File: src/rtl/bsc_pkg.sv
// shared types and codes for the banker's safety checker
package bsc_pkg;

	localparam logic [1:0] REQ_AVAIL = 2'd0;
	localparam logic [1:0] REQ_ALLOC = 2'd1;
	localparam logic [1:0] REQ_MAX   = 2'd2;
	localparam logic [1:0] REQ_CHECK = 2'd3;

	localparam logic CFG_PROC_COUNT = 1'b0;
	localparam logic CFG_RES_COUNT  = 1'b1;

	localparam logic [4:0] PROC_COUNT_RESET = 5'd16;
	localparam logic [3:0] RES_COUNT_RESET  = 4'd8;

	typedef struct packed {
		logic load;
		logic commit;
	} bsc_ctrl_t;

	typedef struct packed {
		logic avail_we;
		logic alloc_we;
		logic max_we;
	} bsc_wr_t;

endpackage

File: src/rtl/bsc_ram.sv
// generic single-write, registered-read ram
module bsc_ram #(
	parameter int WIDTH = 16,
	parameter int DEPTH = 16
) (
	input  logic                             clk,
	input  logic                             we,
	input  logic [(DEPTH > 1 ? $clog2(DEPTH) : 1)-1:0] waddr,
	input  logic [WIDTH-1:0]                 wdata,
	input  logic [(DEPTH > 1 ? $clog2(DEPTH) : 1)-1:0] raddr,
	output logic [WIDTH-1:0]                 rdata
);
	logic [WIDTH-1:0] mem_q [DEPTH];

	always_ff @(posedge clk) begin
		if (we) begin
			mem_q[waddr] <= wdata;
		end
		rdata <= mem_q[raddr];
	end
endmodule

File: src/rtl/bsc_cell.sv
// one resource column: available count, allocation and max need columns, work sum
module bsc_cell import bsc_pkg::*; #(
	parameter int IDX        = 0,
	parameter int MAX_PROCS  = 16,
	parameter int MAX_RES    = 8,
	parameter int COUNT_BITS = 16
) (
	input  logic                                     clk,
	input  logic                                     arst_n,
	input  bsc_ctrl_t                                ctrl,
	input  bsc_wr_t                                  wr,
	input  logic [2:0]                               wr_res,
	input  logic [(MAX_PROCS > 1 ? $clog2(MAX_PROCS) : 1)-1:0] wr_proc,
	input  logic [COUNT_BITS-1:0]                    wr_data,
	input  logic [(MAX_PROCS > 1 ? $clog2(MAX_PROCS) : 1)-1:0] rd_addr,
	input  logic [$clog2(MAX_RES+1)-1:0]             eff_res,
	input  logic                                     fit_in,
	output logic                                     fit_out
);
	localparam int RW = $clog2(MAX_RES+1);
	localparam int WW = COUNT_BITS + $clog2(MAX_PROCS+1);

	logic                  hit;
	logic                  active;
	logic [COUNT_BITS-1:0] avail_q;
	logic [WW-1:0]         work_q;
	logic [MAX_PROCS-1:0]  alloc_vld_q;
	logic [MAX_PROCS-1:0]  max_vld_q;
	logic                  alloc_vld_s1;
	logic                  max_vld_s1;
	logic [COUNT_BITS-1:0] alloc_rd;
	logic [COUNT_BITS-1:0] max_rd;
	logic [COUNT_BITS-1:0] alloc_d;
	logic [COUNT_BITS-1:0] max_d;
	logic [COUNT_BITS:0]   need;
	logic                  fit_local;

	assign hit    = (int'(wr_res) == IDX);
	assign active = (RW'(IDX) < eff_res);

	bsc_ram #(.WIDTH(COUNT_BITS), .DEPTH(MAX_PROCS)) u_alloc (
		.clk(clk), .we(wr.alloc_we && hit), .waddr(wr_proc), .wdata(wr_data),
		.raddr(rd_addr), .rdata(alloc_rd)
	);

	bsc_ram #(.WIDTH(COUNT_BITS), .DEPTH(MAX_PROCS)) u_max (
		.clk(clk), .we(wr.max_we && hit), .waddr(wr_proc), .wdata(wr_data),
		.raddr(rd_addr), .rdata(max_rd)
	);

	// entries never written since reset read as zero
	assign alloc_d = alloc_vld_s1 ? alloc_rd : '0;
	assign max_d   = max_vld_s1 ? max_rd : '0;

	// negative need always fits
	assign need      = {1'b0, max_d} - {1'b0, alloc_d};
	assign fit_local = need[COUNT_BITS] || (WW'(need[COUNT_BITS-1:0]) <= work_q);
	assign fit_out   = fit_in && (!active || fit_local);

	always_ff @(posedge clk or negedge arst_n) begin
		if (!arst_n) begin
			avail_q      <= '0;
			work_q       <= '0;
			alloc_vld_q  <= '0;
			max_vld_q    <= '0;
			alloc_vld_s1 <= 1'b0;
			max_vld_s1   <= 1'b0;
		end else begin
			if (wr.avail_we && hit) begin
				avail_q <= wr_data;
			end
			if (wr.alloc_we && hit) begin
				alloc_vld_q[wr_proc] <= 1'b1;
			end
			if (wr.max_we && hit) begin
				max_vld_q[wr_proc] <= 1'b1;
			end
			alloc_vld_s1 <= alloc_vld_q[rd_addr];
			max_vld_s1   <= max_vld_q[rd_addr];
			if (ctrl.load) begin
				work_q <= active ? WW'(avail_q) : '0;
			end else if (ctrl.commit && active) begin
				work_q <= work_q + WW'(alloc_d);
			end
		end
	end
endmodule

File: config.mk
export PLATFORM = sky130hd
export DESIGN_NAME = bsc_cell
export DESIGN_NICKNAME = d
export VERILOG_FILES = /design/src/rtl/bsc_pkg.sv /design/src/rtl/bsc_ram.sv /design/src/rtl/bsc_cell.sv
export SDC_FILE = /design/constraint.sdc
export NUM_CORES = 1
export LEC_CHECK = 0
export BUFFER_PORTS_ARGS = -buffer_cell sky130_fd_sc_hd__buf_2
export CAP_MARGIN = 5
export CORE_ASPECT_RATIO = 0.75
export CORE_MARGIN = 8
export CORE_UTILIZATION = 56
export DETAILED_ROUTE_END_ITERATION = 10
export HOLD_SLACK_MARGIN = 0.15
export PLACE_DENSITY_LB_ADDON = 0.12
export SLEW_MARGIN = 10
export SYNTH_ARGS = -nofsm -noshare
export SYNTH_HDL_FRONTEND = slang
export SYNTH_SLANG_ARGS = --single-unit
File: constraint.sdc
create_clock -name clk -period 5.3 [get_ports clk]
set_input_delay 1.59 -clock clk [delete_from_list [all_inputs] [get_ports clk]]
set_output_delay 1.59 -clock clk [all_outputs]
set_load 0.005 [all_outputs]
**After elaboration in Yosys (flattened, before gate mapping)**

Memories as Yosys holds them, arrays and structs flattened. A register that Yosys moved wholly into a read port is not among the register bits.
Index checks and enable logic that the tools add are counted.

- Logic and storage cells: 43
- Memories kept: 2
- Bits in writable memories: 512
- Output and inout bits: 1
- Bits of input ports: 39
- Flip-flop bits (word level): 71

Memories:

| memory | words | bits a word | read ports | clocked after memory_dff | wr ports | line | source |
|---|---|---|---|---|---|---|---|
| u_alloc.mem_q | 16 | 16 | 1 | 1 | 1 | bsc_ram.sv:13 | `logic [WIDTH-1:0] mem_q [DEPTH];` |
| u_max.mem_q | 16 | 16 | 1 | 1 | 1 | bsc_ram.sv:13 |  |

- $add $sub $neg: 2
- Mux-type cells: 15
- Bitwise operators: 2
- Order comparisons: 5
- Reductions and logical operators: 11

Operators with widths:

| cell | count |
|---|---|
| 2-to-1 mux 16 bit | 3 |
| 2-to-1 mux 21 bit | 2 |
| OR 16 bit | 2 |
| adder 21 x 16 -> 21 bit | 1 |
| less-or-equal comparator 16 x 21 -> 1 bit | 1 |
| subtractor 16 x 16 -> 17 bit | 1 |
| less-than comparator 4 x 5 -> 1 bit, second input constant | 2 |
| binary-select mux 1 bit (select 4 bit) | 2 |
| 2-to-1 mux 1 bit | 7 |
| logical AND 1 bit | 6 |
| demux 1 bit (select 4 bit) | 1 |
| >= comparator 4 x 1 -> 1 bit, second input constant | 1 |
| less-than comparator 1 x 4 -> 1 bit, first input constant | 1 |
| logical NOT 3 bit | 1 |
| logical OR 1 bit | 2 |
| nonzero test 2 bit | 1 |
| logical NOT 1 bit | 1 |

**Logic depth before layout (Yosys ltp)**

Gate-level depths: netlist of run 1.

- Word-level depth: 6
- Mapped depth: 21
- Depth with buffers taken out: 18

**Cells and area by module**

From an unflattened synthesis of run 1, not the netlist that was laid out.

- Cells, all modules: 1428
- Area, all modules: 25369.3 um^2

By module, submodules not included:

| module | seq. area each (um^2) | instances | cells each | area each (um^2) |
|---|---|---|---|---|
| bsc_ram | 8007.7 | 2 | 432 | 10043.4 |
| bsc_cell | 1776.7 | 1 | 564 | 5282.6 |

**Worst setup path before layout of run 1**

No wires, ideal clock.

- Path type: register -> output
- From: reg alloc_vld_s1
- To: out fit_out
- Required time: 3.710 ns
- Cell stages (with the launch flop): 21
- Data arrival time: 4.004 ns
- Path slack: -0.294 ns
- Path buffers: 3
- Cells stage by stage: dfrtp_1 buf_4 buf_4 clkbuf_1 and2_1 ha_1 inv_1 fa_1 a21oi_1 maj3_2 a211o_1 nand3_1 a31oi_1 o21ai_0 a21oi_1 xnor2_1 ha_1 a21o_1 a21o_1 a2111oi_0 o31a_1

- Cells in the longest elaborated chain, start to end: 6

RTL lines:

| what | line | source |
|---|---|---|
| start, declared | bsc_cell.sv:29 | `logic alloc_vld_s1;` |
| start signal, assigned | bsc_cell.sv:78 | `alloc_vld_s1 <= alloc_vld_q[rd_addr];` |
| 2-to-1 mux 16 bit * | bsc_cell.sv:52 | `assign alloc_d = alloc_vld_s1 ? alloc_rd : '0;` |
| subtractor 16 x 16 -> 17 bit * | bsc_cell.sv:56 | `assign need = {1'b0, max_d} - {1'b0, alloc_d};` |
| less-or-equal comparator 16 x 21 -> 1 bit | bsc_cell.sv:57 | `assign fit_local = need[COUNT_BITS] \|\| (WW'(need[COUNT_BITS-1:0]) <= work_q);` |
| logical OR 1 bit * | bsc_cell.sv:57 |  |
| logical OR 1 bit * | bsc_cell.sv:58 | `assign fit_out = fit_in && (!active \|\| fit_local);` |
| logical AND 1 bit * | bsc_cell.sv:58 |  |
| end, declared | bsc_cell.sv:18 | `output logic fit_out` |

Every way passes the cells marked *; elsewhere a longest branch is shown, timed or not.

**Final worst setup path of run 1**

Same ends and word-level chain as after synthesis.

==> results of run 1 <==
[Yosys cell counts (3+ instances only)]
master    instances
and2_1           28
dfxtp_1          32
nor2b_1           4
nand3_1          14
xor2_1           13
a21oi_1          35
nor2_1           60
buf_2             9
nor3_1           22
nand2b_1          9
a31oi_1           8
nor4_1            3
dfrtp_1          71
a21o_1           12
ha_1             43
buf_4             4
nand4_1           6
a22oi_1           6
xnor2_1          23
nand3b_1          4
or2_2            34
o211ai_1          4
buf_1             5
clkbuf_1         42
o221ai_1          3
nand2_1          49
inv_1            33
o21ai_0          29
mux2_2           16
mux4_2          170
edfxtp_1        512
[registers in the layout, indices dropped and copies added (netlist names)]
register / flops
avail_q: 16
max_vld_q: 16
u_alloc.rdata: 16
alloc_vld_q: 16
u_max.rdata: 16
u_alloc.mem_q: 256
max_vld_s1: 1
u_max.mem_q: 256
alloc_vld_s1: 1
work_q: 21
[routing by layer]
layer | share of wire [%] | GRT usage [%]
met2 | 47 | 34.78
met3 | 7.2 | 3.710
met4 | 1.7 | 5.060
met5 | 0.023 | 0
met1 | 44 | 33.79
[worst max-delay path, delay by kind of cell (launching register included)]
family | cells | cell delay [ns]
flops | 1 | 0.42
buf+inv | 2 | 0.15
xor+xnor | 1 | 0.10
simple gates | 2 | 0.29
compound gates | 9 | 1.58
fa+ha+maj | 4 | 1.00
[how the worst max path moves through the flow]
stage | start | end | slack [ns] | depth (start not counted)
2_1_floorplan | alloc_vld_s1$_DFF_PN0_ | fit_out | 0.0003 | 20
3_3_place_gp | alloc_vld_s1$_DFF_PN0_ | fit_out | 0.04 | 18
3_5_place_dp | alloc_vld_s1$_DFF_PN0_ | fit_out | -0.02 | 18
4_1_cts | alloc_vld_s1$_DFF_PN0_ | fit_out | -0.52 | 18
5_1_grt | alloc_vld_s1$_DFF_PN0_ | fit_out | -0.63 | 18
6_report | alloc_vld_s1$_DFF_PN0_ | fit_out | -0.42 | 18
[final cells by class]
class	instances	share of cell area [%]
clock buffer	81	5.699
timing repair buffer	104	2.752
sequential	615	62.73
multi-input combinational	635	25.28
tap	586	2.585
inverter	33	0.4367
clock inverter	23	0.5205
[kinds of logic after synthesis]
group           after synthesis  share of synthesized area, %
buf+inv                      93                         1.495
fa+ha+maj                    47                         2.392
compound gates              123                         3.144
simple gates                242                         4.858
flops                       615                         70.85
xor+xnor                     36                         1.256
mux                         187                         16.00
[what timing repair did]
item                                    in CTS  in global routing
resized for setup                           16                  5
pin swaps                                   17                 11
endpoints found under the setup margin       1                  1
buffers inserted                             7                  3
endpoints found under the hold margin        0                  0
cloned                                       1                  0
[power groups by stage]
stage / combinational, mW / clock [mW] / sequential (mW)
floorplan: 0.990 / 0 / 5.52
global placement: 1.32 / 0 / 5.57
detailed placement: 1.36 / 0 / 5.57
CTS: 1.44 / 3.95 / 5.48
global route: 1.66 / 4.12 / 5.49
finish: 1.51 / 3.88 / 5.48
==> impl_results.md, run 1 <==
- Grt total ovfl: 0
- H-tree depth: 2
- N_diodes: 0
- Clk_skew: 0.01275 ns
- Largest net degree at the start of global routing: 54
- TritonCTS clock tree: built
- Worst hold slack: 0.4617 ns
- Slew headroom: 29.09%
- Clock slew at reported path FFs: 0.06 ns
- PwrDens: 383.1 nW/um^2
- Synthesized cell area: 25110 sq um
- Cell Count Post-Placement: 1962
- Flop-to-flop setup slack: 2.34 ns
- Status: complete, but fails checks
- Max incr delay on CP: 0.42 ns
- DR iter-0 viols: 1333
- Most common cell type on the critical path: a21o_1
- Syn Inst Count: 1343
- Period minus WS final: 5.719 ns
- Worst hold path class: reg -> reg
- Crit path max fanout: 5
- Post-CTS Hold Fix Bufs: 0
- Bufs on Longest Clock Path: 3
- R2R cell count: 11
- Int Pwr: 8.236 mW
- Initial antenna violation count: 2
- Worst-Skew Late Latency: 0.60 ns
- Final Cycle Share: 107.9%
- Setup violators final: 1
- Commonest non-fill, non-tap cells in the layout: 512 x edfxtp_1, 170 x mux4_2, 70 x dfrtp_1
- Vias post-DR: 13.03k
- Largest cells by area after synthesis: edfxtp_1 61%, mux4_2 15%, dfrtp_1 7.1%, dfxtp_1 2.6%, ha_1 2.1%
- Layout cells sized above 1: 30.78%
- Yosys top cell area share: 61.23%
- Nets: 1529
- P_leak: 9.832 nW
- Core area: 44430 sq um
- Async set-reset flop share out of synthesis: 11.54%
- Post-route ant nets: 0
- Total number of yosys warnings: 0
- WS Path Type: reg -> out
- Via density per instance: 6.273
- Fin. Hold Viols: 0
- CTS buffer count: 56
- Syn Area/Cell: 18.70 sq um
- Clock sink total: 615
- CP Capture Type: primary output
- First-pass GRT wire length: 85370 microns
- Power, Total: 10.87 mW
- Die Area: 51950 sq um
- Worst-Margin Slew: 1.064 ns
- Post-synth EDFFs: 512
- Sequential share of the synthesized area: 70.85%
- Peak VDD IR: 0.2958 mV
- Hold path depth: 1
- Final core utilization: 63.84%
- Area of the multi-input gates: 7171 sq um
- Max Cap Violations: 0
- Clock Power Share: 35.7%
- Fillers: 3087
- Seq pwr share: 50.4%
- Vias in the first global route: 13.04k
- Root buffer cell: clkbuf_16
- Num rows: 67
- Launching element type of the critical path: register
- First-pass iteration count of the detailed router: 5
- Post-synth cell types: 58
- HPWL after DPL: 35500 microns
- Syn-to-layout area delta: 12.96%
- Reg2reg start: alloc_vld_s1$_DFF_PN0_
- Post-Syn Nets: 1427
- Register area: 17790 sq um
- Top_reg_cell synth: edfxtp_1
- Switching share of power: 24.21%
- Final Slew Violations: 0
- DRC Markers: 0
- Post-place instance area: 26370 sq um
- FMAX: 174.9 MHz
- Arr. time, crit path: 4.13 ns
- GPL Wtd Cong: 0.8839
- Min-delay src: max_vld_q[6]$_DFFE_PN0P_
- Req. time, crit path: 3.71 ns
- IO Count: 40
- Fin cells: 2077
- Wire per inst: 27.70 microns
- Starting Density: 56.52%
- Failing checks: negative setup slack
- Post-synth top area cell: edfxtp_1
- Slack of the critical path: -0.4187 ns
- All-Layer GR Usage: 22.47%
- Crit-path cells: and2_4 > ha_4 > inv_2 > fa_2 > a21oi_2 > maj3_2 > a211o_1 > nand3_2 > a31oi_4 > o21ai_1 > a21oi_1 > xnor2_1 > ha_1 > a21o_1 > a21o_1 > a2111oi_4 > o31a_1 > buf_2
- Post-Route WL: 57530 microns
- Slowest cell on crit path: dfrtp_2
- DP Worst Slack: -0.02360 ns
- Sw Pwr: 2.631 mW
- Commonest non-fill, non-tap cell in the layout: edfxtp_1
- I/O Buffers: 39
- Chip Width: 260.5 microns
- Reg-to-reg critical path endpoint: work_q[12]$_DFFE_PN0P_
- Register bit total from synthesis: 615
- Comb pwr share: 13.9%
- Unrepaired setup endpoints after global routing: yes
- Hold Path End: max_vld_q[6]$_DFFE_PN0P_
- Cell area after layout: 28370 sq um
- Die height: 199.4 microns
- Total negative slack: -0.4187 ns
No activity file was read; power rests on OpenSTA's default activity.
==> run 2: changes to the inputs <==
--- a/config.mk
+++ b/config.mk
@@ -5,13 +5,15 @@
 export SDC_FILE = /design/constraint.sdc
 export NUM_CORES = 1
 export LEC_CHECK = 0
+export ABC_AREA = 1
 export BUFFER_PORTS_ARGS = -buffer_cell sky130_fd_sc_hd__buf_2
 export CAP_MARGIN = 5
 export CORE_ASPECT_RATIO = 0.75
 export CORE_MARGIN = 8
-export CORE_UTILIZATION = 56
+export CORE_UTILIZATION = 57
 export DETAILED_ROUTE_END_ITERATION = 10
 export HOLD_SLACK_MARGIN = 0.15
+export MAX_ROUTING_LAYER = met4
 export PLACE_DENSITY_LB_ADDON = 0.12
 export SLEW_MARGIN = 10
 export SYNTH_ARGS = -nofsm -noshare
==> run 2 against run 1 <==
- the run now ends clean
- global-route usage grew 2.8 points
- largest cell class unchanged
- via count is 31% higher
- sequential cell count did not move
- clock power increased by 5.4%
- cell count increased by 41%
- routed wire length grew 16%
- clock-buffer cell count increased by 2
- sequential power barely moved
- fmax is 12% higher
- total power up 1.7%
- worst setup slack better by 0.59 ns
- sequential share of layout area is 2.9 points lower
==> impl_results.md, run 2 <==
- Nets: 2330 (+52%)
- Core area: 46030 sq um (+3.6%)
- Post-Syn Nets: 2287 (+60%)
- Unrepaired setup endpoints after global routing: yes
- Final Slew Violations: 0 (unchanged)
- Final Cycle Share: 96.75% (-11 points)
- Clock slew at reported path FFs: 0.06 ns (about the same)
- Switching share of power: 25.56% (+1.4 points)
- Post-synth cell types: 44 (-24%)
- Slowest cell on crit path: dfrtp_2
- Peak VDD IR: 0.4035 mV (+36%)
- Clock Power Share: 37.1% (+1.4 points)
- Syn-to-layout area delta: 11.89%
- Post-route ant nets: 0 (unchanged)
- Worst-Skew Late Latency: 0.61 ns (about the same)
- N_diodes: 0 (unchanged)
- Max Cap Violations: 0 (unchanged)
- CP Capture Type: primary output
- HPWL after DPL: 40110 microns (+13%)
- Top_reg_cell synth: edfxtp_1
- Post-synth EDFFs: 512 (unchanged)
- Commonest non-fill, non-tap cell in the layout: edfxtp_1
- Largest regs: u_alloc.mem_q: 256 flops, u_max.mem_q: 256 flops, work_q: 21 flops
- Sequential share of the synthesized area: 66.88% (-4.0 points)
- Post-synth top area cell: edfxtp_1
- Post-Route WL: 66780 microns (+16%)
- CTS buffer count: 58 (+3.6%)
- Yosys top cell area share: 57.79% (-3.4 points)
- Starting Density: 57.80% (+1.3 points)
- WS Path Type: reg -> out
- Bufs on Longest Clock Path: 3 (unchanged)
- First-pass GRT wire length: 99670 microns (+17%)
- I/O Buffers: 39 (unchanged)
- Main combinational cell family by area after synthesis: compound AO/OA/AOI/OAI gates
- Req. time, crit path: 3.71 ns (about the same)
- Grt total ovfl: 0 (unchanged)
- Chip Width: 265.5 microns (+1.9%)
- DR iter-0 viols: 1893 (+42%)
- Via density per instance: 5.830 (-7.1%)
- Crit-path cells: buf_8 > nand2_2 > inv_2 > fa_2 > nand2_1 > nand2_1 > nand2_1 > nand2_2 > a21o_1 > buf_4 > xor2_1 > ha_1 > nand2_1 > nor2_2 > nand3_1 > nor2_1 > o21ai_1 > nand3_1 > nand2_2 > a21oi_2 > nor2_1 > buf_2
- Layout cells sized above 1: 13.13% (-18 points)
- Launching element type of the critical path: register
- Sw Pwr: 2.824 mW (+7.3%)
- Syn Inst Count: 2203 (+64%)
- Initial antenna violation count: 3 (+1)
- Worst-Margin Slew: 1.224 ns (+0.1600 ns)
- Flop-to-flop setup slack: 2.96 ns (+0.62 ns)
- Synthesized cell area: 26600 sq um (+5.9%)
- FMAX: 195.0 MHz (+12%)
- Max incr delay on CP: 0.47 ns (+0.05 ns)
- Wire per inst: 22.85 microns (-18%)
- Synth top cells by count: 512 x edfxtp_1, 247 x inv_1, 214 x nand2_1
- GPL Wtd Cong: 0.9184 (+3.9%)
- Adder-cell share of the synthesized area: 2.173% (-0.22 points)
- Setup violators final: 0 (-1)
- Comb pwr share: 13.6% (-0.3 points)
- Register area: 17790 sq um (about the same)
- Num rows: 68 (+1.5%)
- H-tree depth: 2 (unchanged)
- Clock sink total: 615 (unchanged)
- Crit path max fanout: 8 (+3)
- Root buffer cell: clkbuf_16
- Clk_skew: 0.03324 ns (+0.02050 ns)
- Total number of yosys warnings: 0 (unchanged)
- Slew headroom: 18.34% (-11 points)
- IO Count: 40 (unchanged)
- Async set-reset flop share out of synthesis: 11.54% (unchanged)
- DRC Markers: 0 (unchanged)
- First-pass iteration count of the detailed router: 5 (unchanged)
- Most frequent cell after synthesis: edfxtp_1
- Worst hold path class: reg -> reg
- Commonest non-fill, non-tap cells in the layout: 512 x edfxtp_1, 241 x inv_1, 204 x nand2_1
- Vias in the first global route: 16.19k (+24%)
- Fin. Hold Viols: 0 (unchanged)
- Fillers: 3499 (+13%)
- Status: completed
- Die height: 203.1 microns (+1.9%)
- Post-CTS Hold Fix Bufs: 0 (unchanged)
- TritonCTS clock tree: built
- Synth Area in Compound Gates: 11.92% (+8.8 points)
- Most common cell type on the critical path: nand2_1
- Worst path bufs/invs: 4 (+2)
- Cell Count Post-Placement: 2805 (+43%)
- PwrDens: 371.2 nW/um^2 (-3.1%)
- Multiplexer share of the synthesized area: 5.493% (-11 points)
- Area of the multi-input gates: 7606 sq um (+6.1%)
- Largest cells by area after synthesis: edfxtp_1 58%, dfrtp_1 6.7%, mux2i_1 4.8%, o21ai_0 3.9%, o211ai_1 3.6%
- Seq pwr share: 49.4% (-1.0 points)
- Arr. time, crit path: 3.54 ns (-0.59 ns)
- Post-Synth XOR/XNOR Area: 0.4938% (-0.76 points)
- Period minus WS final: 5.128 ns (-0.5908 ns)
- Syn Area/Cell: 12.08 sq um (-35%)
- Vias post-DR: 17.04k (+31%)
- Crit path max-delay family: simple AND/OR/NAND/NOR gates
- P_leak: 11.57 nW (+18%)
- Die Area: 53910 sq um (+3.8%)
- Register bit total from synthesis: 615 (unchanged)
- Int Pwr: 8.224 mW (-0.14%)
- Final core utilization: 64.67% (+0.83 points)
- Post-Synth Simple-Gate Area: 7.567% (+2.7 points)
- All-Layer GR Usage: 25.26% (+2.8 points)
- Largest net degree at the start of global routing: 129 (+140%)
- Fin cells: 2923 (+41%)
-- run 2: changes by cell type in the layout (fill, tap and decap cells not counted), sizes merged, moves of 28 or more --
cell and change:
nand3 +72, a21oi +153, mux2i +127, and2 -28
o21ai +187, inv +218, nand2 +182, mux4 -170
nor2 +53, o211ai +124
-- run 2: power by group through the flow --
stage          Combinational [mW]  Sequential (mW)  Clock (mW)
3_5_place_dp                 1.36             5.55           0
4_1_cts                      1.39             5.45        4.15
2_1_floorplan               0.954             5.50           0
5_1_grt                      1.67             5.46        4.34
6_report                     1.50             5.45        4.09
3_3_place_gp                 1.34             5.55           0
-- run 2: worst register-to-register path: cells and delay by family (launching register included) --
kind	cells	cell delay, ns
buffers and inverters	2	0.17
DFF	1	0.44
AOI/OAI and AO/OA	1	0.15
and+or+nand+nor	12	0.87
adders and majority gates	2	0.61
-- run 2: path summary, 6_finish.rpt --
path | startpoint | to | cells after the start
min in group asynchronous | arst_n | work_q[20]$_DFFE_PN0P_ | 1
hold / removal | max_vld_q[3]$_DFFE_PN0P_ | max_vld_q[3]$_DFFE_PN0P_ | 2
hold reg to reg | max_vld_q[3]$_DFFE_PN0P_ | max_vld_q[3]$_DFFE_PN0P_ | 2
setup / recovery | max_vld_s1$_DFF_PN0_ | fit_out | 22
max in group asynchronous | arst_n | max_vld_s1$_DFF_PN0_ | 1
setup reg to reg | alloc_vld_s1$_DFF_PN0_ | work_q[16]$_DFFE_PN0P_ | 17
-- run 2: per-stage QoR --
stage          setup slack (ns)  cell area (sq um)  total power [mW]  setup TNS [ns]  hold WS, ns
2_1_floorplan            0.5440              26600             6.459               0       0.4273
3_5_place_dp             0.4955              27570             6.915               0       0.4456
5_1_grt                -0.09430              29770             11.47        -0.09430       0.4757
4_1_cts              0.00003819              29510             10.99               0       0.4591
3_3_place_gp             0.5390              27570             6.892               0       0.4391
6_report                 0.1721              29770             11.05               0       0.4568
-- run 2: cells by family (layout without fill, tap and decap cells) --
kind of cell | Yosys count | after routing
compound gates | 557 | 557
xor+xnor | 15 | 15
fa+ha+maj | 45 | 45
buf+inv | 364 | 454
flops | 615 | 615
mux | 144 | 144
simple gates | 463 | 463
-- run 2: layout make-up --
cell class | count | area share (%)
well taps | 630 | 2.648
repair buffers | 96 | 2.572
clock buffers | 83 | 5.460
flip-flops and latches | 615 | 59.78
multi-input cells | 1224 | 25.55
inverters | 251 | 3.182
clock inverters | 24 | 0.8070
-- run 2: layer usage --
metal / GRT usage (%) / routed length (microns) / share of wire (%) / up-vias
li1: - / - / - / 7966
met1: 37.46 / 31110 / 47 / 8320
met2: 35.91 / 28150 / 42 / 654
met3: 4.316 / 5749 / 8.6 / 102
met4: 6.846 / 1759 / 2.6 / 0
met5: - / 0 / 0 / -
-- run 2: timing repair --
item                       4_1_cts  5_1_grt
resized for setup               18       38
setup buffers                    1        9
pin swaps                        5       24
setup endpoints to repair        1        1
gates cloned                     0        1
==> run 3: changes to the inputs <==
--- a/config.mk
+++ b/config.mk
@@ -11,6 +11,7 @@
 export CORE_ASPECT_RATIO = 0.75
 export CORE_MARGIN = 8
 export CORE_UTILIZATION = 57
+export CTS_BUF_LIST = sky130_fd_sc_hd__clkbuf_16
 export DETAILED_ROUTE_END_ITERATION = 10
 export HOLD_SLACK_MARGIN = 0.15
 export MAX_ROUTING_LAYER = met4
==> run 3 against run 2 <==
- fmax grew 0.14%
- utilization shrank 0.17 points
- sequential share of layout area grew 0.16 points
- via count increased by 0.37%
- non-clock buffer count did not move
- total power down 1.4%
- clock power is 4% lower
- worst setup slack better by 0.0074 ns
- die area did not move
- cell count stayed put
- global-route usage hardly changed
- critical endpoint unchanged
==> impl_results.md, run 3 (synthesis gave the netlist of run 2 again) <==
- Worst-Margin Slew: 1.215 ns (-0.008643 ns)
- Largest regs: u_alloc.mem_q: 256 flops, u_max.mem_q: 256 flops, work_q: 21 flops
- Syn-to-layout area delta: 11.59%
- N_diodes: 0 (unchanged)
- H-tree depth: 2 (unchanged)
- DP Worst Slack: 0.4955 ns (unchanged)
- Chip Width: 265.5 microns (unchanged)
- Slack of the critical path: 0.1795 ns (+0.007413 ns)
- Wire per inst: 22.83 microns (about the same)
- IO Count: 40 (unchanged)
- Launching element type of the critical path: register
- Clock slew at reported path FFs: 0.06 ns (about the same)
- Req. time, crit path: 3.71 ns (about the same)
- Starting Density: 57.80% (unchanged)
- Max Cap Violations: 0 (unchanged)
- Final Cycle Share: 96.61% (-0.14 points)
- Post-Route WL: 66720 microns (about the same)
- HPWL after DPL: 40110 microns (unchanged)
- Num rows: 68 (unchanged)
- I/O Buffers: 39 (unchanged)
- Bufs on Longest Clock Path: 3 (unchanged)
- Commonest non-fill, non-tap cells in the layout: 512 x edfxtp_1, 258 x inv_1, 204 x nand2_1
- PwrDens: 367.0 nW/um^2 (-1.1%)
- Seq pwr share: 50.1% (+0.7 points)
- Slowest cell on crit path: dfrtp_2
- TritonCTS clock tree: built
- Via density per instance: 5.852 (+0.37%)
- Die height: 203.1 microns (unchanged)
- Crit path max-delay family: simple AND/OR/NAND/NOR gates
- WS Path Type: reg -> out
- FMAX: 195.3 MHz (+0.14%)
- Crit-path cells: buf_8 > nand2_1 > inv_1 > ha_4 > inv_1 > o21ai_2 > inv_1 > o31ai_4 > nand3_1 > nand4_1 > nand2_2 > ha_1 > and3_1 > nand3b_1 > nor2_1 > o21ai_1 > nand3_1 > nand2_2 > a21oi_2 > nor2_1 > buf_2
- Setup violators final: 0 (unchanged)
- Commonest non-fill, non-tap cell in the layout: edfxtp_1
- Most common cell type on the critical path: inv_1
- Root buffer cell: clkbuf_16
- Cell area after layout: 29690 sq um (-0.27%)
- Fillers: 3511 (+0.34%)
- Fin cells: 2923 (unchanged)
- Worst path bufs/invs: 5 (+1)
- Fin. Hold Viols: 0 (unchanged)
- Final core utilization: 64.50% (-0.17 points)
- Initial antenna violation count: 3 (unchanged)
- First-pass iteration count of the detailed router: 6 (+1)
- Peak VDD IR: 0.4057 mV (+0.54%)
- Power, Total: 10.89 mW (-1.4%)
- Clock sink total: 615 (unchanged)
- Period minus WS final: 5.120 ns (-0.007413 ns)
- Crit path max fanout: 8 (unchanged)
- Sw Pwr: 2.820 mW (-0.17%)
- Max incr delay on CP: 0.46 ns (about the same)
- All-Layer GR Usage: 25.26% (about the same)
- Clock Power Share: 36.2% (-0.9 points)
- Unrepaired setup endpoints after global routing: yes
- Post-route ant nets: 0 (unchanged)
- Grt total ovfl: 0 (unchanged)
- Nets: 2330 (unchanged)
- GPL Wtd Cong: 0.9184 (unchanged)
- P_leak: 11.60 nW (+0.22%)
- Worst-Skew Late Latency: 0.62 ns (about the same)
- DRC Markers: 0 (unchanged)
- CP Capture Type: primary output
- Largest net degree at the start of global routing: 129 (unchanged)
- Comb pwr share: 13.8% (+0.2 points)
- Core area: 46030 sq um (unchanged)
- Die Area: 53910 sq um (unchanged)
- First-pass GRT wire length: 99640 microns (about the same)
- Final Slew Violations: 0 (unchanged)
- Clk_skew: 0.03549 ns (+0.002251 ns)
- DR iter-0 viols: 1952 (+3.1%)
- Worst hold path class: reg -> reg
- Switching share of power: 25.88% (+0.32 points)
- Vias post-DR: 17.11k (+0.37%)
- Arr. time, crit path: 3.53 ns (about the same)
- Cell Count Post-Placement: 2805 (unchanged)
- Status: completed
- Vias in the first global route: 16.20k (+0.056%)
- Layout cells sized above 1: 12.78% (-0.35 points)
- CTS buffer count: 58 (unchanged)
- Int Pwr: 8.074 mW (-1.8%)
- Post-place instance area: 27570 sq um (unchanged)
- Slew headroom: 18.91% (+0.58 points)
[run 3: changes by cell type in the layout (fill, tap and decap cells not counted), sizes merged]
| cell | change |
|---|---|
| clkbuf | -25 |
| clkinv | +8 |
| inv | +17 |
[run 3: worst paths after layout]
kind / cells after the start / slack, ns / to / startpoint
setup / recovery: 21 / 0.18 / fit_out / max_vld_s1$_DFF_PN0_
hold reg to reg: 2 / 0.46 / max_vld_q[3]$_DFFE_PN0P_ / max_vld_q[3]$_DFFE_PN0P_
hold / removal: 2 / 0.46 / max_vld_q[3]$_DFFE_PN0P_ / max_vld_q[3]$_DFFE_PN0P_
setup reg to reg: 17 / 2.97 / work_q[16]$_DFFE_PN0P_ / alloc_vld_s1$_DFF_PN0_
min in group asynchronous: 1 / 1.11 / work_q[20]$_DFFE_PN0P_ / arst_n
max in group asynchronous: 1 / 3.48 / max_vld_s1$_DFF_PN0_ / arst_n
[run 3: per-layer routing]
layer,GRT usage (%),up-vias,routed length [microns]
li1,-,7970,-
met1,37.48,8397,31220
met2,35.88,641,28250
met3,4.316,97,5552
met4,6.846,0,1699
met5,-,-,0
[run 3: layout make-up]
type                    instances  area (sq um)  share of cell area (%)
flip-flops and latches        615         17790                   59.94
multi-input cells            1224          7606                   25.62
clock buffers                  58          1451                   4.889
inverters                     251         947.2                   3.190
well taps                     630         788.3                   2.655
repair buffers                 96         765.7                   2.579
clock inverters                49         334.1                   1.125
[run 3: what timing repair did]
item,4_1_cts,5_1_grt
cloned,0,1
buffers inserted,1,9
pin swaps,5,24
hold buffers,0,0
gates resized for setup,18,38
endpoints found under the setup margin,1,1
[run 3: power groups by stage]
stage          logic (mW)  clock network (mW)  registers [mW]
2_1_floorplan       0.954                   0            5.50
3_3_place_gp         1.34                   0            5.55
3_5_place_dp         1.36                   0            5.55
4_1_cts              1.39                3.99            5.45
5_1_grt              1.67                4.19            5.46
6_report             1.50                3.94            5.45
[run 3: tightest hold or removal path: cells and delay by family (launching register included)]
kind | cells | cell delay (ns)
flip-flops | 1 | 0.32
AO/OA/AOI/OAI | 1 | 0.06
buffers and inverters | 1 | 0.04
[run 3: stage by stage]
stage / hold WS, ns / TNS [ns]
floorplan: 0.4273 / 0
global placement: 0.4391 / 0
finish: 0.4560 / 0
detailed placement: 0.4456 / 0
global route: 0.4757 / -0.09430
CTS: 0.4591 / 0
